File: src/sv/assert_macros.svh
// Assertion helpers used by gga_back
`ifndef ASSERT_MACROS_SVH
`define ASSERT_MACROS_SVH
`ifndef SYNTHESIS
`define ASSERT_IMP(lbl, ck, rst_n, ante, cons) \
	lbl: assert property (@(posedge ck) disable iff (!(rst_n)) (ante) |-> (cons)) \
		else $error("assertion failed");
`define ASSERT_NEXT(lbl, ck, rst_n, ante, cons) \
	lbl: assert property (@(posedge ck) disable iff (!(rst_n)) (ante) |=> (cons)) \
		else $error("assertion failed");
`else
`define ASSERT_IMP(lbl, ck, rst_n, ante, cons)
`define ASSERT_NEXT(lbl, ck, rst_n, ante, cons)
`endif
`endif

File: src/sv/gga_pkg.sv
// -----------------------------------------------------------------------------
// gga_pkg
// Types and constants of the Green-Gauss gradient accumulator.
// -----------------------------------------------------------------------------
`default_nettype none
package gga_pkg;
	localparam int MAX_CELLS   = 1024;
	localparam int NUM_VARS    = 4;
	localparam int CELL_W      = $clog2(MAX_CELLS);
	localparam int VAR_W       = $clog2(NUM_VARS);
	localparam int ENTRIES     = MAX_CELLS * NUM_VARS;
	localparam int ENT_W       = CELL_W + VAR_W;
	localparam int ACC_W       = 48;
	localparam int RC_W        = 11;
	localparam int QUEUE_DEPTH = 4;
	localparam int QPTR_W      = $clog2(QUEUE_DEPTH);
	localparam int DIV_W       = 64;
	localparam int DIV_CNT_W   = $clog2(DIV_W);

	typedef enum logic [1:0] {
		FUNC_LOAD = 2'd0,
		FUNC_EDGE = 2'd1,
		FUNC_READ = 2'd2,
		FUNC_NOP  = 2'd3
	} func_t;

	typedef struct packed {
		func_t              func;
		logic [9:0]         cell_a;
		logic [9:0]         cell_b;
		logic [1:0]         var_index;
		logic signed [31:0] cell_value;
		logic [31:0]        cell_area;
		logic signed [15:0] normal_x;
		logic signed [15:0] normal_y;
		logic [31:0]        edge_len;
	} item_t;

	typedef struct packed {
		logic signed [31:0] grad_x;
		logic signed [31:0] grad_y;
		logic               saturated;
	} grad_t;

	typedef struct packed {
		logic clearing;
	} back_stat_t;
endpackage
`default_nettype wire

File: src/sv/gga_front.sv
// -----------------------------------------------------------------------------
// gga_front
// Accepts items, drops those with no effect and queues the rest.
// -----------------------------------------------------------------------------
`default_nettype none
module gga_front (
	input  wire logic               clk,
	input  wire logic               arst_n,
	input  wire logic               item_valid,
	output logic                    item_ready,
	input  wire gga_pkg::item_t     item,
	input  wire gga_pkg::back_stat_t stat,
	output logic                    q_valid,
	output gga_pkg::item_t          q_item,
	input  wire logic               q_pop
);
	import gga_pkg::*;

	item_t              fifo_mem [QUEUE_DEPTH];
	logic [QPTR_W-1:0]  wr_q;
	logic [QPTR_W-1:0]  rd_q;
	logic [QPTR_W:0]    cnt_q;
	logic               keep;
	logic               push;

	assign item_ready = (cnt_q != (QPTR_W+1)'(QUEUE_DEPTH)) && !stat.clearing;
	// drop no-ops and edges from a cell to itself
	assign keep = (item.func == FUNC_LOAD) || (item.func == FUNC_READ) ||
		((item.func == FUNC_EDGE) && (item.cell_a != item.cell_b));
	assign push = item_valid && item_ready && keep;
	assign q_valid = (cnt_q != '0);
	assign q_item = fifo_mem[rd_q];

	always_ff @(posedge clk) begin
		if (push) begin
			fifo_mem[wr_q] <= item;
		end
	end

	always_ff @(posedge clk or negedge arst_n) begin
		if (!arst_n) begin
			wr_q  <= '0;
			rd_q  <= '0;
			cnt_q <= '0;
		end else begin
			if (push) begin
				wr_q <= wr_q + 1'b1;
			end
			if (q_pop) begin
				rd_q <= rd_q + 1'b1;
			end
			case ({push, q_pop})
				2'b10: begin
					cnt_q <= cnt_q + 1'b1;
				end
				2'b01: begin
					cnt_q <= cnt_q - 1'b1;
				end
				default: begin
					cnt_q <= cnt_q;
				end
			endcase
		end
	end
endmodule
`default_nettype wire

File: config.mk
export PLATFORM = sky130hd
export DESIGN_NAME = gga_front
export DESIGN_NICKNAME = d
export VERILOG_FILES = /design/src/sv/assert_macros.svh /design/src/sv/gga_pkg.sv /design/src/sv/gga_front.sv
export SDC_FILE = /design/constraint.sdc
export NUM_CORES = 1
export LEC_CHECK = 0
export BUFFER_PORTS_ARGS = -buffer_cell sky130_fd_sc_hd__buf_4
export CELL_PAD_IN_SITES_DETAIL_PLACEMENT = 1
export CELL_PAD_IN_SITES_GLOBAL_PLACEMENT = 1
export CORE_MARGIN = 4
export CORE_UTILIZATION = 54
export CTS_BUF_LIST = sky130_fd_sc_hd__clkbuf_16
export DETAILED_ROUTE_END_ITERATION = 7
export PLACE_DENSITY = 0.85
export SETUP_SLACK_MARGIN = 0.1
export SYNTH_ARGS = -nofsm -noshare
export SYNTH_HDL_FRONTEND = slang
export SYNTH_SLANG_ARGS = --single-unit
File: constraint.sdc
create_clock -name clk -period 20.3 [get_ports clk]
set_input_delay 6.09 -clock clk [delete_from_list [all_inputs] [get_ports clk]]
set_output_delay 6.09 -clock clk [all_outputs]
set_load 0.05 [all_outputs]
==> results.ini, run 1 <==
[outcome]
outcome = finished clean

[floorplan]
coreArea_um2 = 41020
fp.dieH_um = 212.3
die_w_um = 212.3
start_util = 0.5497
io_pins = 311
rows = 74
die_area_um2 = 45090

[detailed_routing]
drcViolationCount = 0
vias_per_cell = 5.758
firstDrtPassIters = 5
drt_iter0_drc = 755
vias = 10360
wirelength_mm = 49.23
ant_nets = 0
drt-wirelength-per-cell_um = 27.37

[synthesis]
syn_inst = 864
yosysSeqAreaShare = 0.8175
syn_avg_cell_area_um2 = 26.10
synthesis.nets = 1027
syn-cell-area_um2 = 22550
yosysWarnings = 0
synth_seq_cells = 615
synth_cell_types = 33

[worst_setup_path]
critPathKind = in -> out
required_ns = 14.21
crit_arrival_ns = 6.52
endpoint_kind = output pin
startpoint_type = primary input
path_max_fanout = 2

[clocking]
clk_latency_ns = 0.59
h-tree-depth = 2
cts_resized = 0
cts_buffer_depth = 3
cts.sinks = 615
cts_hold_buf = 0
postCtsSetupBuffers = 0
cts_tree = done
cts_made_buffers = 59
cts_root_buf = clkbuf_16
clk_pin_slew_ns = 0.06

[power]
p_per_area_nw_per_um2 = 154.4
leakage_nw = 9.292
ir_drop_uv = 102.9

[placed_design]
gp_congestion = 0.7612
port_buffers = 310
hpwl_mm = 30.83
dpl_cell_area_um2 = 25490
dp.cells = 1689

[flow_run]
cap_violations = 0

[sta]
clock_skew_ns = 0.01669
fmax_ghz = 0.07932
rsz0062_at_grt = false
post-route-period-util = 0.6210
hold_slack_ns = 0.5008
hold_violations = 0
slew_headroom = 0.2330
tns_ns = 0
layout_min_cycle_time_ns = 12.61
worst_pin_slew_ns = 1.151
finalSetupViolCount = 0
maxSlewViolCount = 0

[hold_path]
min_path_type = reg -> reg

[finish]
syn_to_final_growth_pct = 21.54
layout_common_cells = edfxtp_1 (608), buf_4 (327), mux4_2 (152)
fin_area_um2 = 27400
drive_gt1_frac = 0.4498
fin_nets = 1381
finalNonFillerCells = 1799
mostFrequentLayoutCell = edfxtp_1
post-route-util = 0.6681

[global_route]
grt_overflow = 0
grt_max_degree = 73
grt_pass1_wl_mm = 73.45
antenna_found_initial = 3
grt_usage = 0.2198
grt_pass1_vias = 11630

metrics by stage:
stage | worst slack (ns) | power (mW)
after global routing | 7.677 | 4.393
after detailed placement | 7.699 | 3.204
after global placement | 7.710 | 3.178
after CTS | 7.692 | 4.284
after floorplan | 1.815 | 2.774
final | 7.693 | 4.230
state kept, by name, indices dropped and copies added (netlist names):
signal,cells
rd_q,2
wr_q,2
fifo_mem,608
cnt_q,3
Yosys cell counts (all sizes together):
cell	number	area, um2
a2111oi	1	15.01
a211o	1	8.760
a32oi	1	8.760
and3	1	6.260
buf	28	181.4
clkbuf	6	22.52
dfrtp	7	175.2
edfxtp	608	18260
fa	1	20.02
ha	5	62.56
inv	6	22.52
mux2i	1	10.01
mux4	152	3423
nand2	5	18.77
nand2b	1	6.260
nand3	2	10.01
nand4	4	25.02
nor2	3	11.26
nor3b	5	48.80
nor4	3	25.02
nor4b	1	8.760
o21a	1	7.510
o21ai	1	5.000
o31ai	1	7.510
or2	1	6.260
or3	1	6.260
or4	2	15.01
xnor2	12	105.1
xor2	3	26.28
cell type report:
class | instances | area, um2
diodes | 2 | 5.005
clock buffers | 61 | 1526
clock inverters | 47 | 381.6
fillers | 3205 | 13610
inverters | 6 | 22.52
multi-input cells | 209 | 3908
flip-flops and latches | 615 | 18440
well taps | 532 | 665.6
repair buffers | 327 | 2455
cell families (layout without fill, tap and decap cells):
group,after synthesis,after routing,synth area share
xor+xnor,15,15,0.005827
buf+inv,40,441,0.01004
other cells,0,2,0
compound gates,6,6,0.002331
flops,615,615,0.8175
simple gates,29,29,0.008325
mux,153,153,0.1523
fa+ha+maj,6,6,0.003663
final timing paths:
check / from / endpoint / slack [ns] / cells after the start
min reg2reg: cnt_q[2] / cnt_q[2] / 0.50 / 1
min: cnt_q[2] / cnt_q[2] / 0.50 / 1
max: stat / item_ready / 7.69 / 3
max reg2reg: cnt_q[2] / fifo_mem[3][57] / 17.35 / 5
max in group asynchronous: arst_n / rd_q[0] / 14.84 / 1
min in group asynchronous: arst_n / wr_q[0] / 5.31 / 1
power breakdown:
group,switching [mW],total [mW],internal (mW)
clock network,0.441,1.07,0.628
registers,0.0630,1.57,1.51
logic,1.04,1.59,0.545
total,1.55,4.23,2.68
routing by layer:
metal	part of all wire	track usage
met5	0.00020	0
met3	0.062	0.04574
met4	0.027	0.06753
met2	0.55	0.3901
met1	0.37	0.2764
worst max-delay path, cell delays in order:
cell    delay (ns)
buf_4         0.11
nor2_1        0.11
buf_4         0.21
Power figures use the tool's default switching activity.
==> inputs of run 2 (changes only) <==
--- a/config.mk
+++ b/config.mk
@@ -5,14 +5,15 @@
 export SDC_FILE = /design/constraint.sdc
 export NUM_CORES = 1
 export LEC_CHECK = 0
+export ABC_AREA = 1
 export BUFFER_PORTS_ARGS = -buffer_cell sky130_fd_sc_hd__buf_4
 export CELL_PAD_IN_SITES_DETAIL_PLACEMENT = 1
 export CELL_PAD_IN_SITES_GLOBAL_PLACEMENT = 1
 export CORE_MARGIN = 4
-export CORE_UTILIZATION = 54
+export CORE_UTILIZATION = 47
 export CTS_BUF_LIST = sky130_fd_sc_hd__clkbuf_16
 export DETAILED_ROUTE_END_ITERATION = 7
-export PLACE_DENSITY = 0.85
+export PLACE_DENSITY = 0.79
 export SETUP_SLACK_MARGIN = 0.1
 export SYNTH_ARGS = -nofsm -noshare
 export SYNTH_HDL_FRONTEND = slang
==> constraint.sdc (replaced) <==
create_clock -name clk -period 13.2 [get_ports clk]
set_input_delay 3.96 -clock clk [delete_from_list [all_inputs] [get_ports clk]]
set_output_delay 3.96 -clock clk [all_outputs]
set_load 0.05 [all_outputs]
==> results.ini, run 2 <==
[sta]
hold_violations = 0
slew_headroom = 0.1670
fmax_ghz = 0.1186
rsz0062_at_grt = false
layout_min_cycle_time_ns = 8.429
finalSetupViolCount = 0
post-route-period-util = 0.6386
clock_skew_ns = 0.02681
tns_ns = 0
worst_pin_slew_ns = 1.250
hold_slack_ns = 0.4772
maxSlewViolCount = 0

[synthesis]
synthesis.nets = 1718
syn-cell-area_um2 = 23110
yosysTopAreaCell = edfxtp_1
syn_inst = 1555
yosysWarnings = 0
ys_top_cells_by_area = edfxtp_1 (79%), o21ai_0 (6.3%), nor2_1 (5.1%), o22ai_1 (4.1%), buf_6 (1.2%)
synth_seq_cells = 615
synth_most_common_cell = edfxtp_1
yosysTopAreaCellShare = 0.7899
synth_edf_count = 608
synth_cell_types = 22
ys_async_sr_fraction = 0.01138
syn_avg_cell_area_um2 = 14.86
synthFlopType = edfxtp_1
yosysSeqAreaShare = 0.7974
synth_common_cells = edfxtp_1 (608), nor2_1 (313), o21ai_0 (291)

[clocking]
cts_resized = 0
cts_hold_buf = 0
postCtsSetupBuffers = 0
cts_buffer_depth = 3
cts.sinks = 615
h-tree-depth = 3
clk_pin_slew_ns = 0.06
cts_made_buffers = 66
cts_tree = done
cts_root_buf = clkbuf_16
clk_latency_ns = 0.59

[finish]
layout_common_cells = edfxtp_1 (608), buf_4 (327), nor2_1 (309)
fin_nets = 2014
fin_area_um2 = 27870
syn_to_final_growth_pct = 20.55
mostFrequentLayoutCell = edfxtp_1
regMostFlops = fifo_mem
reg_top3 = fifo_mem (608), cnt_q (3)
finalNonFillerCells = 2565
drive_gt1_frac = 0.2237
largest_reg_flops = 608

[power]
pwr-share-comb = 0.437
ir_drop_uv = 194.9
swShare = 0.4357
p_per_area_nw_per_um2 = 262.7
p_int_mw = 4.131
leakage_nw = 9.612
power_frac_clock = 0.238
p_seq_frac = 0.325
p_sw_mw = 3.189

[worst_setup_path]
reg2regPathDepth = 7
crit_arrival_ns = 4.47
critPathKind = in -> out
path_max_fanout = 2
r2r-start = cnt_q[0]
startpoint_type = primary input
r2r_end = fifo_mem[1][84]
required_ns = 9.24
r2r_slack_ns = 9.82
endpoint_kind = output pin

[floorplan]
io_pins = 311
die_w_um = 229.8
fp.dieH_um = 229.8
die_area_um2 = 52790
start_util = 0.4742
coreArea_um2 = 48750
rows = 81

[global_route]
grt_overflow = 0
met1_usage = 0.2730
grt_pass1_wl_mm = 90.56
grt_max_degree = 205
grt_pass1_vias = 15330
busiest_layer = met2
antenna_found_initial = 4
met3_usage = 0.06888
grt_usage = 0.2218
grtUsageMet2 = 0.3818

[placed_design]
port_buffers = 310
dpl_cell_area_um2 = 25820
hpwl_mm = 34.48
dp.cells = 2447
gp_congestion = 0.7558

[hold_path]
holdPathStages = 1
whs_endpoint = cnt_q[0]
min_path_type = reg -> reg
hold_start = cnt_q[0]

[outcome]
outcome = finished clean

[detailed_routing]
vias_per_cell = 5.530
drt_iter0_drc = 1184
ant_nets = 0
vias = 14190
wirelength_mm = 59.31
firstDrtPassIters = 5
drcViolationCount = 0
drt-wirelength-per-cell_um = 23.12

[flow_run]
cap_violations = 0

## run 2: cell count changes after synthesis, sizes merged, moves of 22 or more
cell / before / now
buf: 28 / 60
clkbuf: 6 / 40
mux4: 152 / 0
nand2: 5 / 27
nor2: 3 / 313
o21ai: 1 / 305
o22ai: 0 / 152
## run 2: critical path, cell delays in order
cell and delay (ns):
buf_4 0.11, a31oi_1 0.17, buf_4 0.23
## run 2: area by class of cell
cell class | count | area, um2
fill | 4664 | 20880
sequential | 615 | 18440
multi-input combinational | 819 | 3988
timing repair buffer | 328 | 2475
clock buffer | 69 | 1727
tap | 664 | 830.8
clock inverter | 48 | 314.1
inverter | 21 | 88.84
antenna | 1 | 2.502
## run 2: how the worst max path moves through the flow
stage	from	end	slack (ns)	cells past startpoint
after detailed placement	stat	item_ready	4.76	3
after global placement	stat	item_ready	4.77	3
after CTS	stat	item_ready	4.76	3
final	stat	item_ready	4.77	3
after global routing	stat	item_ready	4.71	3
after floorplan	stat	fifo_mem[0][0]	0.94	4
## run 2: stage by stage
step | util | setup WS [ns] | power (mW)
5_1_grt | 0.5716 | 4.708 | 7.656
2_1_floorplan | - | 0.9366 | 4.670
3_5_place_dp | 0.5297 | 4.764 | 5.626
6_report | 0.5716 | 4.771 | 7.320
3_3_place_gp | 0.5297 | 4.770 | 5.525
4_1_cts | 0.5716 | 4.764 | 7.388
## run 2: logic make-up after synthesis
family	count (synthesis)	share of synthesized area
DFF	615	0.7974
AOI/OAI and AO/OA	458	0.1074
and+or+nand+nor	345	0.05640
buffers and inverters	121	0.03134
xor gates and xnor gates	10	0.003789
adders and majority gates	6	0.003573
## run 2: power by group through the flow
| stage | clock, mW | combinational (mW) | sequential (mW) |
|---|---|---|---|
| after floorplan | 0 | 2.25 | 2.42 |
| after global placement | 0 | 3.12 | 2.40 |
| after detailed placement | 0 | 3.21 | 2.42 |
| after CTS | 1.78 | 3.23 | 2.38 |
| after global routing | 1.87 | 3.39 | 2.39 |
| final | 1.74 | 3.20 | 2.38 |
## run 2: per-layer routing
layer  vias to the layer above  wire length (um)
li1                       6437                 -
met1                      7266             23200
met2                       379             30340
met3                        97              4226
met4                         6              1489
met5                         -                54
==> inputs of run 3 (changes only) <==
--- a/config.mk
+++ b/config.mk
@@ -5,15 +5,15 @@
 export SDC_FILE = /design/constraint.sdc
 export NUM_CORES = 1
 export LEC_CHECK = 0
-export ABC_AREA = 1
+export ABC_AREA = 0
 export BUFFER_PORTS_ARGS = -buffer_cell sky130_fd_sc_hd__buf_4
 export CELL_PAD_IN_SITES_DETAIL_PLACEMENT = 1
 export CELL_PAD_IN_SITES_GLOBAL_PLACEMENT = 1
 export CORE_MARGIN = 4
-export CORE_UTILIZATION = 47
+export CORE_UTILIZATION = 45
 export CTS_BUF_LIST = sky130_fd_sc_hd__clkbuf_16
 export DETAILED_ROUTE_END_ITERATION = 7
-export PLACE_DENSITY = 0.79
+export PLACE_DENSITY = 0.76
 export SETUP_SLACK_MARGIN = 0.1
 export SYNTH_ARGS = -nofsm -noshare
 export SYNTH_HDL_FRONTEND = slang
==> constraint.sdc (replaced) <==
create_clock -name clk -period 7.58 [get_ports clk]
set_input_delay 2.274 -clock clk [delete_from_list [all_inputs] [get_ports clk]]
set_output_delay 2.274 -clock clk [all_outputs]
set_load 0.05 [all_outputs]
==> results.ini, run 3 (synthesis results as in run 1) <==
[outcome]
outcome = finished clean

[global_route]
grt_max_degree = 123
grt_usage = 0.1783
grt_pass1_vias = 11280
grtUsageMet2 = 0.3070
antenna_found_initial = 4
met1_usage = 0.2312
met3_usage = 0.04416
grt_pass1_wl_mm = 72.22
grt_overflow = 0
busiest_layer = met2

[power]
pwr-share-comb = 0.377
leakage_nw = 9.329
total_power_mw = 11.36
ir_drop_uv = 248.5
p_int_mw = 7.215
p_per_area_nw_per_um2 = 410.9
p_sw_mw = 4.149
p_seq_frac = 0.370
swShare = 0.3651
power_frac_clock = 0.254

[floorplan]
io_pins = 311
fp.dieH_um = 231.8
die_w_um = 231.8
start_util = 0.4578
coreArea_um2 = 49250
rows = 81
die_area_um2 = 53750

[sta]
fmax_ghz = 0.1978
slew_headroom = 0.2956
clock_skew_ns = 0.01601
layout_min_cycle_time_ns = 5.057
post-route-period-util = 0.6671
finalSetupViolCount = 0
hold_violations = 0
setup_ws_ns = 2.523
maxSlewViolCount = 0
worst_pin_slew_ns = 1.057
rsz0062_at_grt = false

[finish]
layout_common_cells = edfxtp_1 (608), buf_4 (323), mux4_2 (152)
reg_top3 = fifo_mem (608), cnt_q (3)
largest_reg_flops = 608
syn_to_final_growth_pct = 22.67
drive_gt1_frac = 0.4558
fillCellCount = 4228
mostFrequentLayoutCell = edfxtp_1
regMostFlops = fifo_mem
fin_nets = 1381

[hold_path]
min_path_type = reg -> reg

[clocking]
clk_latency_ns = 0.60
clk_pin_slew_ns = 0.06
postCtsSetupBuffers = 0
cts_tree = done
cts_buffer_depth = 3
cts_root_buf = clkbuf_16
cts.sinks = 615
cts_resized = 0
h-tree-depth = 2
cts_hold_buf = 0
cts_made_buffers = 60

[detailed_routing]
vias = 10220
drt-wirelength-per-cell_um = 24.59
wirelength_mm = 47.54
vias_per_cell = 5.286
drt_iter0_drc = 601
firstDrtPassIters = 5
drcViolationCount = 0
ant_nets = 0

[worst_setup_path]
startpoint_type = flop
path_max_fanout = 122
endpoint_kind = output pin
required_ns = 5.31
crit_arrival_ns = 2.78
critPathKind = reg -> out

[placed_design]
dp_worst_setup_slack_ns = 2.017
port_buffers = 310
gp_congestion = 0.7993
hpwl_mm = 29.71

[flow_run]
cap_violations = 0

==> run 3: cell types whose count changed in the layout (fill, tap and decap cells not counted), moves of 5 or more <==
cell and delta:
clkbuf_16 -8, nor2_1 -306, nand2_1 -22, nor3b_4 +5
xnor2_1 +7, o22ai_1 -152, o21ai_0 -290, clkinv_2 +7
o21ai_1 -14, inv_1 -19, mux4_2 +152
==> run 3: cell type report <==
cell class | count | area, um2 | area share
Inverter | 6 | 22.52 | 0.0008143
Timing Repair Buffer | 326 | 2485 | 0.08984
Antenna cell | 1 | 2.502 | 0.00009048
Multi-Input combinational cell | 209 | 3933 | 0.1422
Sequential cell | 615 | 18440 | 0.6667
Clock inverter | 51 | 417.9 | 0.01511
Tap cell | 664 | 830.8 | 0.03004
Clock buffer | 61 | 1526 | 0.05519
==> run 3: worst paths after layout <==
check | startpoint | to | slack, ns | cells past startpoint
worst max register to register | cnt_q[2] | fifo_mem[3][76] | 4.10 | 5
worst max-delay path | rd_q[1] | q_item[89] | 2.52 | 3
min in group asynchronous | arst_n | wr_q[1] | 1.48 | 1
max in group asynchronous | arst_n | rd_q[1] | 5.96 | 1
worst min register to register | cnt_q[2] | cnt_q[2] | 0.50 | 1
worst min-delay path | cnt_q[2] | cnt_q[2] | 0.50 | 1
==> run 3: power groups by stage <==
stage / combinational, mW / clock, mW / sequential, mW
after floorplan: 3.16 / 0 / 4.21
after global placement: 4.34 / 0 / 4.25
after detailed placement: 4.35 / 0 / 4.28
after CTS: 4.37 / 2.97 / 4.21
after global routing: 4.47 / 3.15 / 4.23
final: 4.28 / 2.89 / 4.20
==> run 3: stage by stage <==
stage	setup TNS [ns]	instances	hold slack [ns]	util	cell area (um2)
2_1_floorplan	-1025.82	864	0.4578	-	22570
3_3_place_gp	0	1820	0.4812	0.5220	25710
3_5_place_dp	0	1820	0.4959	0.5220	25710
4_1_cts	0	1932	0.5040	0.5615	27660
5_1_grt	0	1933	0.5121	0.5615	27660
6_report	0	1933	0.4992	0.5615	27660
==> run 3: worst max-delay path, cell delays in order, from the launching register on <==
cell and delay (ns):
dfrtp_4 0.78, buf_12 0.62, mux4_2 0.43, buf_4 0.21
==> run 3: routing by layer <==
layer | share of wire | vias to the layer above
met5 | 0.00072 | -
met4 | 0.020 | 6
met3 | 0.057 | 69
met2 | 0.53 | 252
met1 | 0.39 | 5446
li1 | - | 4445
